[src/hdl/hmnmp_pkg.sv]
// ----------------------------------------------------------------------------
// hmnmp_pkg
// Shared constants for the next-missing-packet selector.
// ----------------------------------------------------------------------------
`default_nettype none

package hmnmp_pkg;

  // default geometry
  localparam int MAP_BYTES_DEF        = 64;
  localparam int WORDS_PER_PACKET_DEF = 63;

  // field widths
  localparam int SW_W    = 15;  // stored_words
  localparam int MBI_W   = 6;   // map_byte_index
  localparam int MBV_W   = 8;   // map_byte_value
  localparam int PIDX_W  = 9;   // packet_index
  localparam int NUM_W   = 16;  // stored_words + divisor - 1
  localparam int DIV_W   = 8;   // divisor width (up to 255)

  // action codes (s_axis_tuser)
  localparam logic ACT_WRITE   = 1'b0;
  localparam logic ACT_REQUEST = 1'b1;

  // status codes (m_axis_tuser)
  localparam logic ST_FOUND = 1'b0;
  localparam logic ST_NONE  = 1'b1;

endpackage

`default_nettype wire

[src/hdl/holemap_next_missing_packet.sv]
// ----------------------------------------------------------------------------
// holemap_next_missing_packet
// Retransmission selector: finds the next missing packet in a received bitmap.
// ----------------------------------------------------------------------------
// A write request (tuser = 0) stores one bitmap byte. A next-packet request
// (tuser = 1) derives the packet total from stored_words with a reciprocal
// multiply, sets up the scan, then scans the bitmap circularly from the start
// pointer, one byte per cycle through the bitmap RAM's read port, waits for
// the last read to return, and then loads the output register. The input is
// therefore not ready from a request until its result is loaded; the scan
// may visit the start byte twice, and a zero total skips it. One result
// (index + status) is returned per next-packet request, none per write. A
// finished result waits in the output register while new requests are taken;
// the next request then holds in its last step until that register is free.
`default_nettype none

module holemap_next_missing_packet
  import hmnmp_pkg::*;
#(
  parameter int MAP_BYTES        = MAP_BYTES_DEF,
  parameter int WORDS_PER_PACKET = WORDS_PER_PACKET_DEF
) (
  input  wire logic              clk_i,
  input  wire logic              rst_ni,
  // configuration: stored_words
  input  wire logic              cfg_valid_i,
  output logic                   cfg_ready_o,
  input  wire logic [SW_W-1:0]   cfg_wdata_i,
  // requests
  input  wire logic              s_axis_tvalid,
  output logic                   s_axis_tready,
  input  wire logic [15:0]       s_axis_tdata,  // [5:0] map_byte_index, [13:6] map_byte_value
  input  wire logic              s_axis_tuser,  // [0] action
  // results
  output logic                   m_axis_tvalid,
  input  wire logic              m_axis_tready,
  output logic [15:0]            m_axis_tdata,  // [8:0] packet_index
  output logic                   m_axis_tuser   // [0] status
);

  localparam int AW  = (MAP_BYTES > 1) ? $clog2(MAP_BYTES) : 1;
  localparam int CAP = MAP_BYTES * 8;
  localparam int TW  = $clog2(CAP + 1);   // packet positions and total
  localparam int BW  = TW - 3;            // byte position
  // floor(n / d) = (n * RECIP) >> RSH, exact for any n below 2**NUM_W
  localparam int     PW    = 2 * NUM_W + 1;
  localparam int     RSH   = NUM_W + $clog2(WORDS_PER_PACKET);
  localparam longint RECIP = (longint'(1) << RSH) / WORDS_PER_PACKET + 1;
  localparam logic [NUM_W-1:0] ROUND  = NUM_W'(WORDS_PER_PACKET - 1);

  localparam logic [2:0] S_IDLE = 3'd0;
  localparam logic [2:0] S_DIV  = 3'd1;
  localparam logic [2:0] S_PREP = 3'd2;
  localparam logic [2:0] S_SCAN = 3'd3;
  localparam logic [2:0] S_DONE = 3'd4;

  logic [2:0]        state_q;
  logic [SW_W-1:0]   sw_q;
  logic [TW-1:0]     start_q;
  logic [MAP_BYTES-1:0] vld_q;

  // divider
  logic [NUM_W-1:0]  num_q;
  logic [PW-1:0]     prod;
  logic [NUM_W-1:0]  quo;

  // scan
  logic [TW-1:0]     tot_q, s_q;
  logic [BW-1:0]     last0_q, last1_q;
  logic              iss_v_q, iss_ph_q;
  logic [BW-1:0]     iss_b_q;
  logic              chk_v_q, chk_ph_q, chk_last_q;
  logic [BW-1:0]     chk_b_q;

  // result
  logic [PIDX_W-1:0] res_idx_q, m_idx_q;
  logic              res_st_q, m_st_q, m_valid_q;

  // request decode
  logic [MBI_W-1:0]  in_idx;
  logic [MBV_W-1:0]  in_val;
  logic              in_acc, wr_en;

  assign in_idx = s_axis_tdata[MBI_W-1:0];
  assign in_val = s_axis_tdata[MBI_W+MBV_W-1:MBI_W];
  assign in_acc = s_axis_tvalid && s_axis_tready;
  assign wr_en  = in_acc && (s_axis_tuser == ACT_WRITE) &&
                  ({3'b000, in_idx} < 9'(MAP_BYTES));

  assign s_axis_tready = (state_q == S_IDLE);
  assign cfg_ready_o   = 1'b1;
  assign m_axis_tvalid = m_valid_q;
  assign m_axis_tdata  = {{(16-PIDX_W){1'b0}}, m_idx_q};
  assign m_axis_tuser  = m_st_q;

  // bitmap memory
  logic [MBV_W-1:0] ram_rdata;

  hmnmp_ram #(
    .WIDTH (MBV_W),
    .DEPTH (MAP_BYTES)
  ) u_map (
    .clk_i   (clk_i),
    .we_i    (wr_en),
    .waddr_i (AW'(in_idx)),
    .wdata_i (in_val),
    .raddr_i (AW'(iss_b_q)),
    .rdata_o (ram_rdata)
  );

  // packet total (rounded up, saturated) and effective start
  logic [TW-1:0] tot_w, s_eff;
  always_comb begin
    prod  = PW'(num_q) * PW'(RECIP);
    quo   = NUM_W'(prod >> RSH);
    tot_w = (quo > NUM_W'(CAP)) ? TW'(CAP) : TW'(quo);
    s_eff = (start_q >= tot_q) ? '0 : start_q;
  end

  // byte check
  logic [MBV_W-1:0] byte_d;
  logic [7:0]       hole;
  logic [2:0]       fb;
  logic [TW-1:0]    lo, hi, pos_i, hit_pos, hit_next, miss_next;
  always_comb begin
    byte_d = vld_q[AW'(chk_b_q)] ? ram_rdata : '0;
    lo     = chk_ph_q ? '0 : s_q;
    hi     = chk_ph_q ? s_q : tot_q;
    hole   = '0;
    fb     = '0;
    for (int i = 0; i < 8; i++) begin
      pos_i   = {chk_b_q, 3'(i)};
      hole[i] = !byte_d[i] && (pos_i >= lo) && (pos_i < hi);
    end
    for (int i = 7; i >= 0; i--) begin
      if (hole[i]) begin
        fb = 3'(i);
      end
    end
    hit_pos   = {chk_b_q, fb};
    hit_next  = hit_pos + TW'(1);
    miss_next = s_q + TW'(1);
  end

  always_ff @(posedge clk_i or negedge rst_ni) begin
    if (!rst_ni) begin
      state_q    <= S_IDLE;
      sw_q       <= '0;
      start_q    <= '0;
      vld_q      <= '0;
      iss_v_q    <= 1'b0;
      chk_v_q    <= 1'b0;
      m_valid_q  <= 1'b0;
    end else begin
      if (cfg_valid_i && cfg_ready_o) begin
        sw_q <= cfg_wdata_i;
      end
      if (m_valid_q && m_axis_tready) begin
        m_valid_q <= 1'b0;
      end

      case (state_q)
        S_IDLE: begin
          if (wr_en) begin
            vld_q[AW'(in_idx)] <= 1'b1;
          end
          if (in_acc && (s_axis_tuser == ACT_REQUEST)) begin
            num_q   <= NUM_W'(sw_q) + ROUND;
            state_q <= S_DIV;
          end
        end

        S_DIV: begin
          tot_q   <= tot_w;
          state_q <= S_PREP;
        end

        S_PREP: begin
          s_q     <= s_eff;
          last0_q <= BW'((tot_q - TW'(1)) >> 3);
          last1_q <= BW'((s_eff - TW'(1)) >> 3);
          iss_b_q <= BW'(s_eff >> 3);
          iss_ph_q <= 1'b0;
          chk_v_q <= 1'b0;
          if (tot_q == '0) begin
            res_idx_q <= '0;
            res_st_q  <= ST_NONE;
            start_q   <= '0;
            state_q   <= S_DONE;
          end else begin
            iss_v_q <= 1'b1;
            state_q <= S_SCAN;
          end
        end

        S_SCAN: begin
          // issue side: one byte address per cycle
          chk_v_q    <= iss_v_q;
          chk_b_q    <= iss_b_q;
          chk_ph_q   <= iss_ph_q;
          chk_last_q <= (!iss_ph_q && iss_b_q == last0_q && s_q == '0) ||
                        (iss_ph_q && iss_b_q == last1_q);
          if (iss_v_q) begin
            if (!iss_ph_q && iss_b_q == last0_q) begin
              if (s_q == '0) begin
                iss_v_q <= 1'b0;
              end else begin
                iss_ph_q <= 1'b1;
                iss_b_q  <= '0;
              end
            end else if (iss_ph_q && iss_b_q == last1_q) begin
              iss_v_q <= 1'b0;
            end else begin
              iss_b_q <= iss_b_q + BW'(1);
            end
          end
          // check side: data of the byte issued last cycle
          if (chk_v_q) begin
            if (|hole) begin
              res_idx_q <= PIDX_W'(hit_pos);
              res_st_q  <= ST_FOUND;
              start_q   <= (hit_next >= tot_q) ? '0 : hit_next;
              iss_v_q   <= 1'b0;
              chk_v_q   <= 1'b0;
              state_q   <= S_DONE;
            end else if (chk_last_q) begin
              res_idx_q <= '0;
              res_st_q  <= ST_NONE;
              start_q   <= (miss_next >= tot_q) ? '0 : miss_next;
              iss_v_q   <= 1'b0;
              chk_v_q   <= 1'b0;
              state_q   <= S_DONE;
            end
          end
        end

        S_DONE: begin
          if (!m_valid_q || m_axis_tready) begin
            m_valid_q <= 1'b1;
            m_idx_q   <= res_idx_q;
            m_st_q    <= res_st_q;
            state_q   <= S_IDLE;
          end
        end

        default: begin
          state_q <= S_IDLE;
        end
      endcase
    end
  end

endmodule

`default_nettype wire

[src/hdl/hmnmp_ram.sv]
// ----------------------------------------------------------------------------
// hmnmp_ram
// Generic single-write, single-read RAM with registered read data.
// ----------------------------------------------------------------------------
`default_nettype none

module hmnmp_ram #(
  parameter int WIDTH = 8,
  parameter int DEPTH = 64,
  localparam int AW   = (DEPTH > 1) ? $clog2(DEPTH) : 1
) (
  input  wire logic             clk_i,
  input  wire logic             we_i,
  input  wire logic [AW-1:0]    waddr_i,
  input  wire logic [WIDTH-1:0] wdata_i,
  input  wire logic [AW-1:0]    raddr_i,
  output logic      [WIDTH-1:0] rdata_o
);

  logic [WIDTH-1:0] mem_q [DEPTH];

  always_ff @(posedge clk_i) begin
    if (we_i) begin
      mem_q[waddr_i] <= wdata_i;
    end
    rdata_o <= mem_q[raddr_i];
  end

endmodule

`default_nettype wire

[config.mk]
export PLATFORM = sky130hd
export DESIGN_NAME = holemap_next_missing_packet
export DESIGN_NICKNAME = d
export VERILOG_FILES = /design/src/hdl/hmnmp_pkg.sv /design/src/hdl/holemap_next_missing_packet.sv /design/src/hdl/hmnmp_ram.sv
export SDC_FILE = /design/constraint.sdc
export NUM_CORES = 1
export LEC_CHECK = 0
export BUFFER_PORTS_ARGS = -buffer_cell sky130_fd_sc_hd__buf_2
export CAP_MARGIN = 5
export CORE_UTILIZATION = 40
export DETAILED_ROUTE_END_ITERATION = 10
export PLACE_DENSITY_LB_ADDON = 0.2
export SYNTH_ARGS = -nofsm -noshare
export SYNTH_HDL_FRONTEND = slang
export SYNTH_SLANG_ARGS = --single-unit
[constraint.sdc]
create_clock -name clk_i -period 7.5 [get_ports clk_i]
set_input_delay 0.75 -clock clk_i [delete_from_list [all_inputs] [get_ports clk_i]]
set_output_delay 0.75 -clock clk_i [all_outputs]
set_load 0.05 [all_outputs]
==> flow_metrics.env, run 1 <==
export IMPL_setup_violations=0
export IMPL_slew_headroom_pct=17.12
export IMPL_power_frac_comb_pct=25.3
export IMPL_syn_area_per_cell_um2=17.02
export IMPL_peakVddDrop_v=0.0001705
export IMPL_tritoncts="done"
export IMPL_status="complete, no violations"
export IMPL_synth_cells=1841
export IMPL_fin_crit_sh_pct=88.93
export IMPL_slew_violations=0
export IMPL_gp_congestion=0.8488
export IMPL_totalWireLength_um=72290
export IMPL_area_growth_pct=12.71
export IMPL_ys_seq_elements=702
export IMPL_seq_area_mm2=0.02052
export IMPL_nFillCells=6615
export IMPL_startpoint="chk_ph_q$_DFFE_PP_"
export IMPL_worstHoldPathType="primary input to async pin"
export IMPL_vias_per_cell=5.470
export IMPL_grt_pass1_wl_um=109500
export IMPL_p_sw_share_pct=29.42
export IMPL_ys_seq_area_share_pct=65.50
export IMPL_worstSetupStartpointType="flop"
export IMPL_clkPwrFrac_pct=33.2
export IMPL_clock_tree_root_cell="clkbuf_16"
export IMPL_synth_top_area_share_pct=57.40
export IMPL_fin_crit_ps=6670
export IMPL_reg2reg_depth=23
export IMPL_vias=16507
export IMPL_cts_repair_resize_count=0
export IMPL_die_w_um=281.9
export IMPL_clk_pin_slew_worst_paths_ps=60
export IMPL_grt_start_max_net_pins=83
export IMPL_drc=0
export IMPL_grt_pass1_vias=16981
export IMPL_seq_power_share_pct=41.5
export IMPL_drive_gt1_share_pct=22.95
export IMPL_layout_commonest_cell="edfxtp_1"
export IMPL_numCtsBuffers=74
export IMPL_cts_buffer_depth=3
export IMPL_path_class="flop to flop"
export IMPL_tns_ps=0
export IMPL_rsz0062_at_grt="no"
export IMPL_tightest_slew_ps=1243
export IMPL_cts_sinks=702
export IMPL_grt_overflow=0
export IMPL_cp_end_kind="flop"
export IMPL_routedWlPerCell_um=23.95
export IMPL_core_mm2=0.07747
export IMPL_dp_slack_ps=1010
export IMPL_insertedDiodeCount=0
export IMPL_async_reset_ff_share_pct=13.53
export IMPL_synth_cell_types=75
export IMPL_cts_setup_buffers=0
export IMPL_worstPathMaxFanout=26
export IMPL_hpwl_um=46470
export IMPL_final_cell_mix="edfxtp_1, mux4_2, ha_1"
export IMPL_power_density_mw_per_mm2=328.5
export IMPL_leakage_nw=12.83
export IMPL_synth_area_mm2=0.03134
export IMPL_h_tree_depth=3
export IMPL_fmax_mhz=149.9
export IMPL_setup_ws_ps=830.0
export IMPL_port_buffers=46
export IMPL_rr_startpoint="chk_ph_q$_DFFE_PP_"
export IMPL_grt_usage_pct=18.71
export IMPL_dr_pass1_iters=5
export IMPL_rows=102
export IMPL_skew_ps=49.66
export IMPL_arrival_ps=7190
export IMPL_hold_buffers=0
export IMPL_synth_flop_cell="edfxtp_1"
export IMPL_worstSkewPairLatency_ps=630
export IMPL_start_util_pct=40.45
export IMPL_nets=2098
export IMPL_antenna_left=0
export IMPL_synth_edff_count=599
export IMPL_finalHoldViolCount=0
export IMPL_synth_area_top_cells="edfxtp_1, mux4_2, dfrtp_1"
export IMPL_multiInputGateArea_mm2=0.01019
export IMPL_regToRegEndpoint="start_q[5]$_DFFE_PN0P_"
export IMPL_p_sw_w=0.003414
export IMPL_ioPinCount=57
export IMPL_required_ps=8020
export IMPL_worst_r2r_setup_slack_ps=830
export IMPL_intPower_w=0.008188
export IMPL_ys_warn_count=0
export IMPL_drt_initial_drc_count=1199
export IMPL_yosys_area_top_type="edfxtp_1"
export IMPL_dieArea_mm2=0.07946
export IMPL_antenna_found_initial=0
export IMPL_die_height_um=281.9
export IMPL_maxCapViolations=0
-- power by group through the flow --
stage                     Clock [W]  Combinational [W]  Sequential, W
after CTS                   0.00394            0.00297        0.00481
after detailed placement          0            0.00295        0.00489
final                       0.00385            0.00293        0.00481
after global placement            0            0.00292        0.00489
after global routing        0.00408            0.00321        0.00484
after floorplan                   0            0.00215        0.00476
-- synth_stat cells (4+ instances only) --
master / count
nand3_1: 24
nand4_1: 15
o21a_1: 8
buf_4: 9
a21oi_1: 34
mux4_1: 10
fa_1: 11
o21bai_1: 4
o211ai_1: 6
and2_1: 26
dfxtp_1: 8
nor4_1: 9
mux4_2: 173
ha_1: 133
nor2b_1: 5
nor3b_1: 5
or3_1: 4
a2111oi_0: 4
clkbuf_1: 40
buf_1: 17
mux2i_1: 10
a211o_1: 5
nor3_1: 19
mux2_2: 22
buf_2: 5
xnor2_1: 39
o31ai_1: 4
o21ai_0: 29
nor2_1: 112
a221o_1: 8
or2_2: 66
xor2_1: 23
nand3b_1: 7
a21o_1: 18
dfrtp_1: 95
nand2b_1: 17
and3_1: 10
a211oi_1: 9
a32o_1: 7
inv_1: 83
nand2_1: 60
edfxtp_1: 599
-- sequential cells by signal (all words and copies together) (netlist names), 3 cells and up --
| name | count |
|---|---|
| u_map.rdata_o | 8 |
| sw_q | 15 |
| m_idx_q | 9 |
| vld_q | 64 |
| iss_b_q | 7 |
| chk_b_q | 7 |
| start_q | 10 |
| state_q | 3 |
| tot_q | 10 |
| last0_q | 7 |
| u_map.mem_q | 512 |
| last1_q | 7 |
| s_q | 10 |
| res_idx_q | 9 |
| num_q | 16 |
-- stage by stage --
step / cell area [um^2] / hold slack, ps / instances / power (W) / util (%)
after floorplan: 31360 / 400.3 / 1847 / 0.006903 / -
after global placement: 32740 / 412.0 / 2881 / 0.007812 / 42.26
after detailed placement: 32740 / 404.5 / 2881 / 0.007843 / 42.26
after CTS: 35320 / 68.01 / 3018 / 0.01172 / 45.59
after global routing: 35320 / 92.68 / 3018 / 0.01213 / 45.59
final: 35320 / 82.06 / 3018 / 0.01160 / 45.59
-- worst max path at each step --
stage / to / slack, ps / cells past startpoint
final: start_q[5]$_DFFE_PN0P_ / 830 / 23
after global routing: start_q[4]$_DFFE_PN0P_ / 340 / 23
after CTS: start_q[5]$_DFFE_PN0P_ / 970 / 23
after floorplan: start_q[3]$_DFFE_PN0P_ / 1860 / 26
after detailed placement: start_q[4]$_DFFE_PN0P_ / 1010 / 23
after global placement: start_q[6]$_DFFE_PN0P_ / 1100 / 23
-- kinds of logic (layout without fill, tap and decap cells) --
group,after synthesis,in the layout,synth area share (%)
AOI/OAI and AO/OA,167,167,3.877
xor gates and xnor gates,62,62,1.733
adders and majority gates,144,144,6.013
buffers and inverters,158,289,2.104
DFF,702,702,65.50
muxes,215,215,14.38
other,2,8,0.02397
and+or+nand+nor,391,391,6.365
-- area by class of cell --
| cell class | count | area share (%) |
|---|---|---|
| Multi-Input combinational cell | 987 | 28.84 |
| Sequential cell | 702 | 58.11 |
| Clock buffer | 101 | 5.796 |
| Inverter | 84 | 0.8927 |
| Timing Repair Buffer | 68 | 1.162 |
| Tap cell | 1040 | 3.684 |
| Clock inverter | 36 | 1.509 |
-- worst max-delay path: stages, from the launching register on --
cell and delay, ps:
edfxtp_1 940, nand2b_1 210, ha_1 240, a21o_1 180
a21o_1 200, a211oi_2 700, a311oi_1 310, nor2_1 370
o21ai_0 170, o21a_1 230, nor3_1 320, ha_1 220
inv_1 80, nor3_1 220, xor2_1 250, ha_1 290
a21o_1 160, a211oi_1 210, o21ai_0 130, o211ai_1 100
a21oi_1 90, or3_1 400, nor2_2 340, a221o_1 210
-- routing by layer --
metal  vias up  part of all wire [%]  global-route usage, %
li1       7346                     -                      -
met5         -                     0                      0
met3        95                   5.0                  2.693
met2       400                    48                  30.26
met1      8666                    45                  26.32
met4         0                   1.9                  5.379
Power figures use the tool's default switching activity.
==> run 2: changes to the inputs <==
CORE_MARGIN = 5   (was unset)
==> run 2 against run 1 <==
  * Core utilization fell by 0.23 points
  * Clock power down 3%
  * Die area increased by 5.8%
  * Total power fell by 0.92%
  * Combinational power barely moved
  * Critical path depth is the same
  * Largest power group unchanged
  * Critical path type unchanged
  * Wire length decreased by 0.41%
==> flow_metrics.env, run 2 (synthesized netlist as in run 1, its figures left out) <==
export IMPL_status="complete, no violations"
export IMPL_slew_violations=0
export IMPL_drt_initial_drc_count=1260
export IMPL_dieArea_mm2=0.08404
export IMPL_drc=0
export IMPL_path_buf_inv=1
export IMPL_max_stage_delay_ps=920
export IMPL_core_mm2=0.07759
export IMPL_tritoncts="done"
export IMPL_layout_commonest_cell="edfxtp_1"
export IMPL_path_depth=23
export IMPL_dr_pass1_iters=5
export IMPL_dp_slack_ps=967.4
export IMPL_worstPathMaxFanout=26
export IMPL_top_register="u_map.mem_q"
export IMPL_largest_reg_flops=512
export IMPL_die_height_um=289.9
export IMPL_die_w_um=289.9
export IMPL_path_cells="nand2b_1, ha_1, and3_1, and3_1, a211oi_2, a311oi_1, a21oi_1, o21ai_0, o21a_1, nor3_1, ha_1, inv_1, nor3_1, xor2_1, ha_1, a21o_1, a211oi_1, o21ai_0, o211ai_1, a21oi_1, or3_1, nor2_2, a221o_1"
export IMPL_worst_r2r_setup_slack_ps=880
export IMPL_nFillCells=6743
export IMPL_rsz0062_at_grt="no"
export IMPL_cp_end_kind="flop"
export IMPL_final_cell_mix="edfxtp_1, mux4_2, ha_1"
export IMPL_grt_pass1_wl_um=108100
export IMPL_clock_tree_root_cell="clkbuf_16"
export IMPL_port_buffers=46
export IMPL_cts_repair_resize_count=0
export IMPL_cp_top_family="compound AO/OA/AOI/OAI gates"
export IMPL_crit_path_frequent_cell="ha_1"
export IMPL_routedWlPerCell_um=23.90
export IMPL_slew_headroom_pct=16.42
export IMPL_vias_per_cell=5.462
export IMPL_worstSetupStartpointType="flop"
export IMPL_start_util_pct=40.38
export IMPL_leakage_nw=12.77
export IMPL_critical_path_slowest_cell="edfxtp_1"
export IMPL_ioPinCount=57
export IMPL_tns_ps=0
export IMPL_cts_buffer_depth=3
export IMPL_grt_start_max_net_pins=113
export IMPL_path_class="flop to flop"
export IMPL_grt_pass1_vias=16868
export IMPL_tightest_slew_ps=1254
export IMPL_hold_buffers=0
export IMPL_vias=16452
export IMPL_antenna_found_initial=4
export IMPL_clk_pin_slew_worst_paths_ps=60
export IMPL_gp_congestion=0.7991
export IMPL_numCtsBuffers=75
export IMPL_totalWireLength_um=71990
export IMPL_placed_area_mm2=0.03269
export IMPL_startpoint="chk_ph_q$_DFFE_PP_"
export IMPL_rr_startpoint="chk_ph_q$_DFFE_PP_"
export IMPL_setup_ws_ps=879.2
export IMPL_grt_usage_pct=16.90
export IMPL_peakVddDrop_v=0.0002184
export IMPL_maxCapViolations=0
export IMPL_cts_setup_buffers=0
export IMPL_setup_violations=0
export IMPL_worstHoldPathType="primary input to async pin"
export IMPL_finalHoldViolCount=0
export IMPL_drive_gt1_share_pct=22.82
export IMPL_insertedDiodeCount=0
export IMPL_grt_overflow=0
export IMPL_fin_crit_sh_pct=88.28
export IMPL_h_tree_depth=3
export IMPL_antenna_left=0
export IMPL_rows=102
export IMPL_skew_ps=37.08
export IMPL_arrival_ps=7160
export IMPL_cts_sinks=702
export IMPL_fin_crit_ps=6621
export IMPL_hpwl_um=46110
export IMPL_regToRegEndpoint="start_q[6]$_DFFE_PN0P_"
export IMPL_nets=2092
export IMPL_worstSkewPairLatency_ps=630
export IMPL_crit_end="start_q[6]$_DFFE_PN0P_"
export IMPL_required_ps=8040
export IMPL_fmax_mhz=151.0
export IMPL_area_growth_pct=12.33
export IMPL_reg2reg_depth=23
export IMPL_power_density_mw_per_mm2=326.6
export IMPL_final_cell_area_mm2=0.03520
export IMPL_largest_registers="u_map.mem_q x512, vld_q x64, num_q x16"
## run 2: changes by cell type in the layout (fill, tap and decap cells not counted), moves of 2 or more
cell and change:
buf_4 -8, clkbuf_1 -6, bufinv_16 -5, clkbuf_8 +4, clkinv_1 +3, clkinv_2 +2
## run 2: worst min path at each step
stage / slack (ps) / from / to / cells after the start
5_1_grt: 90 / rst_ni / start_q[7]$_DFFE_PN0P_ / 1
2_1_floorplan: 400 / res_st_q$_SDFFCE_PN1P_ / m_axis_tuser$_DFFE_PP_ / 0
6_report: 60 / rst_ni / start_q[7]$_DFFE_PN0P_ / 1
3_3_place_gp: 410 / res_idx_q[7]$_SDFFCE_PN0P_ / m_idx_q[7]$_DFFE_PP_ / 0
3_5_place_dp: 400 / res_st_q$_SDFFCE_PN1P_ / m_axis_tuser$_DFFE_PP_ / 0
4_1_cts: 40 / rst_ni / start_q[7]$_DFFE_PN0P_ / 1
## run 2: layer usage
metal	wire length (um)	track usage (%)	up-vias	share of wire [%]
li1	-	-	7334	-
met1	31730	23.91	8549	44
met2	33780	26.64	450	47
met3	4325	3.181	119	6.0
met4	2151	5.676	0	3.0
met5	0	0	-	0
## run 2: cell type report
cell class	count	area [um^2]	share of cell area (%)
clock inverter	39	425.4	1.209
inverter	84	315.3	0.8958
clock buffer	99	2079	5.908
multi-input combinational	987	10180	28.93
timing repair buffer	61	370.4	1.052
sequential	702	20520	58.31
tap	1040	1301	3.697
## run 2: power by group
group | switching [W] | total, W | internal, W
clock | 0.00154 | 0.00372 | 0.00218
combinational | 0.00164 | 0.00296 | 0.00133
sequential | 0.000266 | 0.00481 | 0.00454
## run 2: per-stage QoR
stage / power [W] / std cells / utilization (%) / hold WS [ps]
2_1_floorplan: 0.006903 / 1847 / - / 400.3
3_3_place_gp: 0.007823 / 2874 / 42.13 / 406.6
3_5_place_dp: 0.007866 / 2874 / 42.13 / 404.5
4_1_cts: 0.01161 / 3012 / 45.36 / 43.95
5_1_grt: 0.01204 / 3012 / 45.36 / 85.77
6_report: 0.01149 / 3012 / 45.36 / 63.12
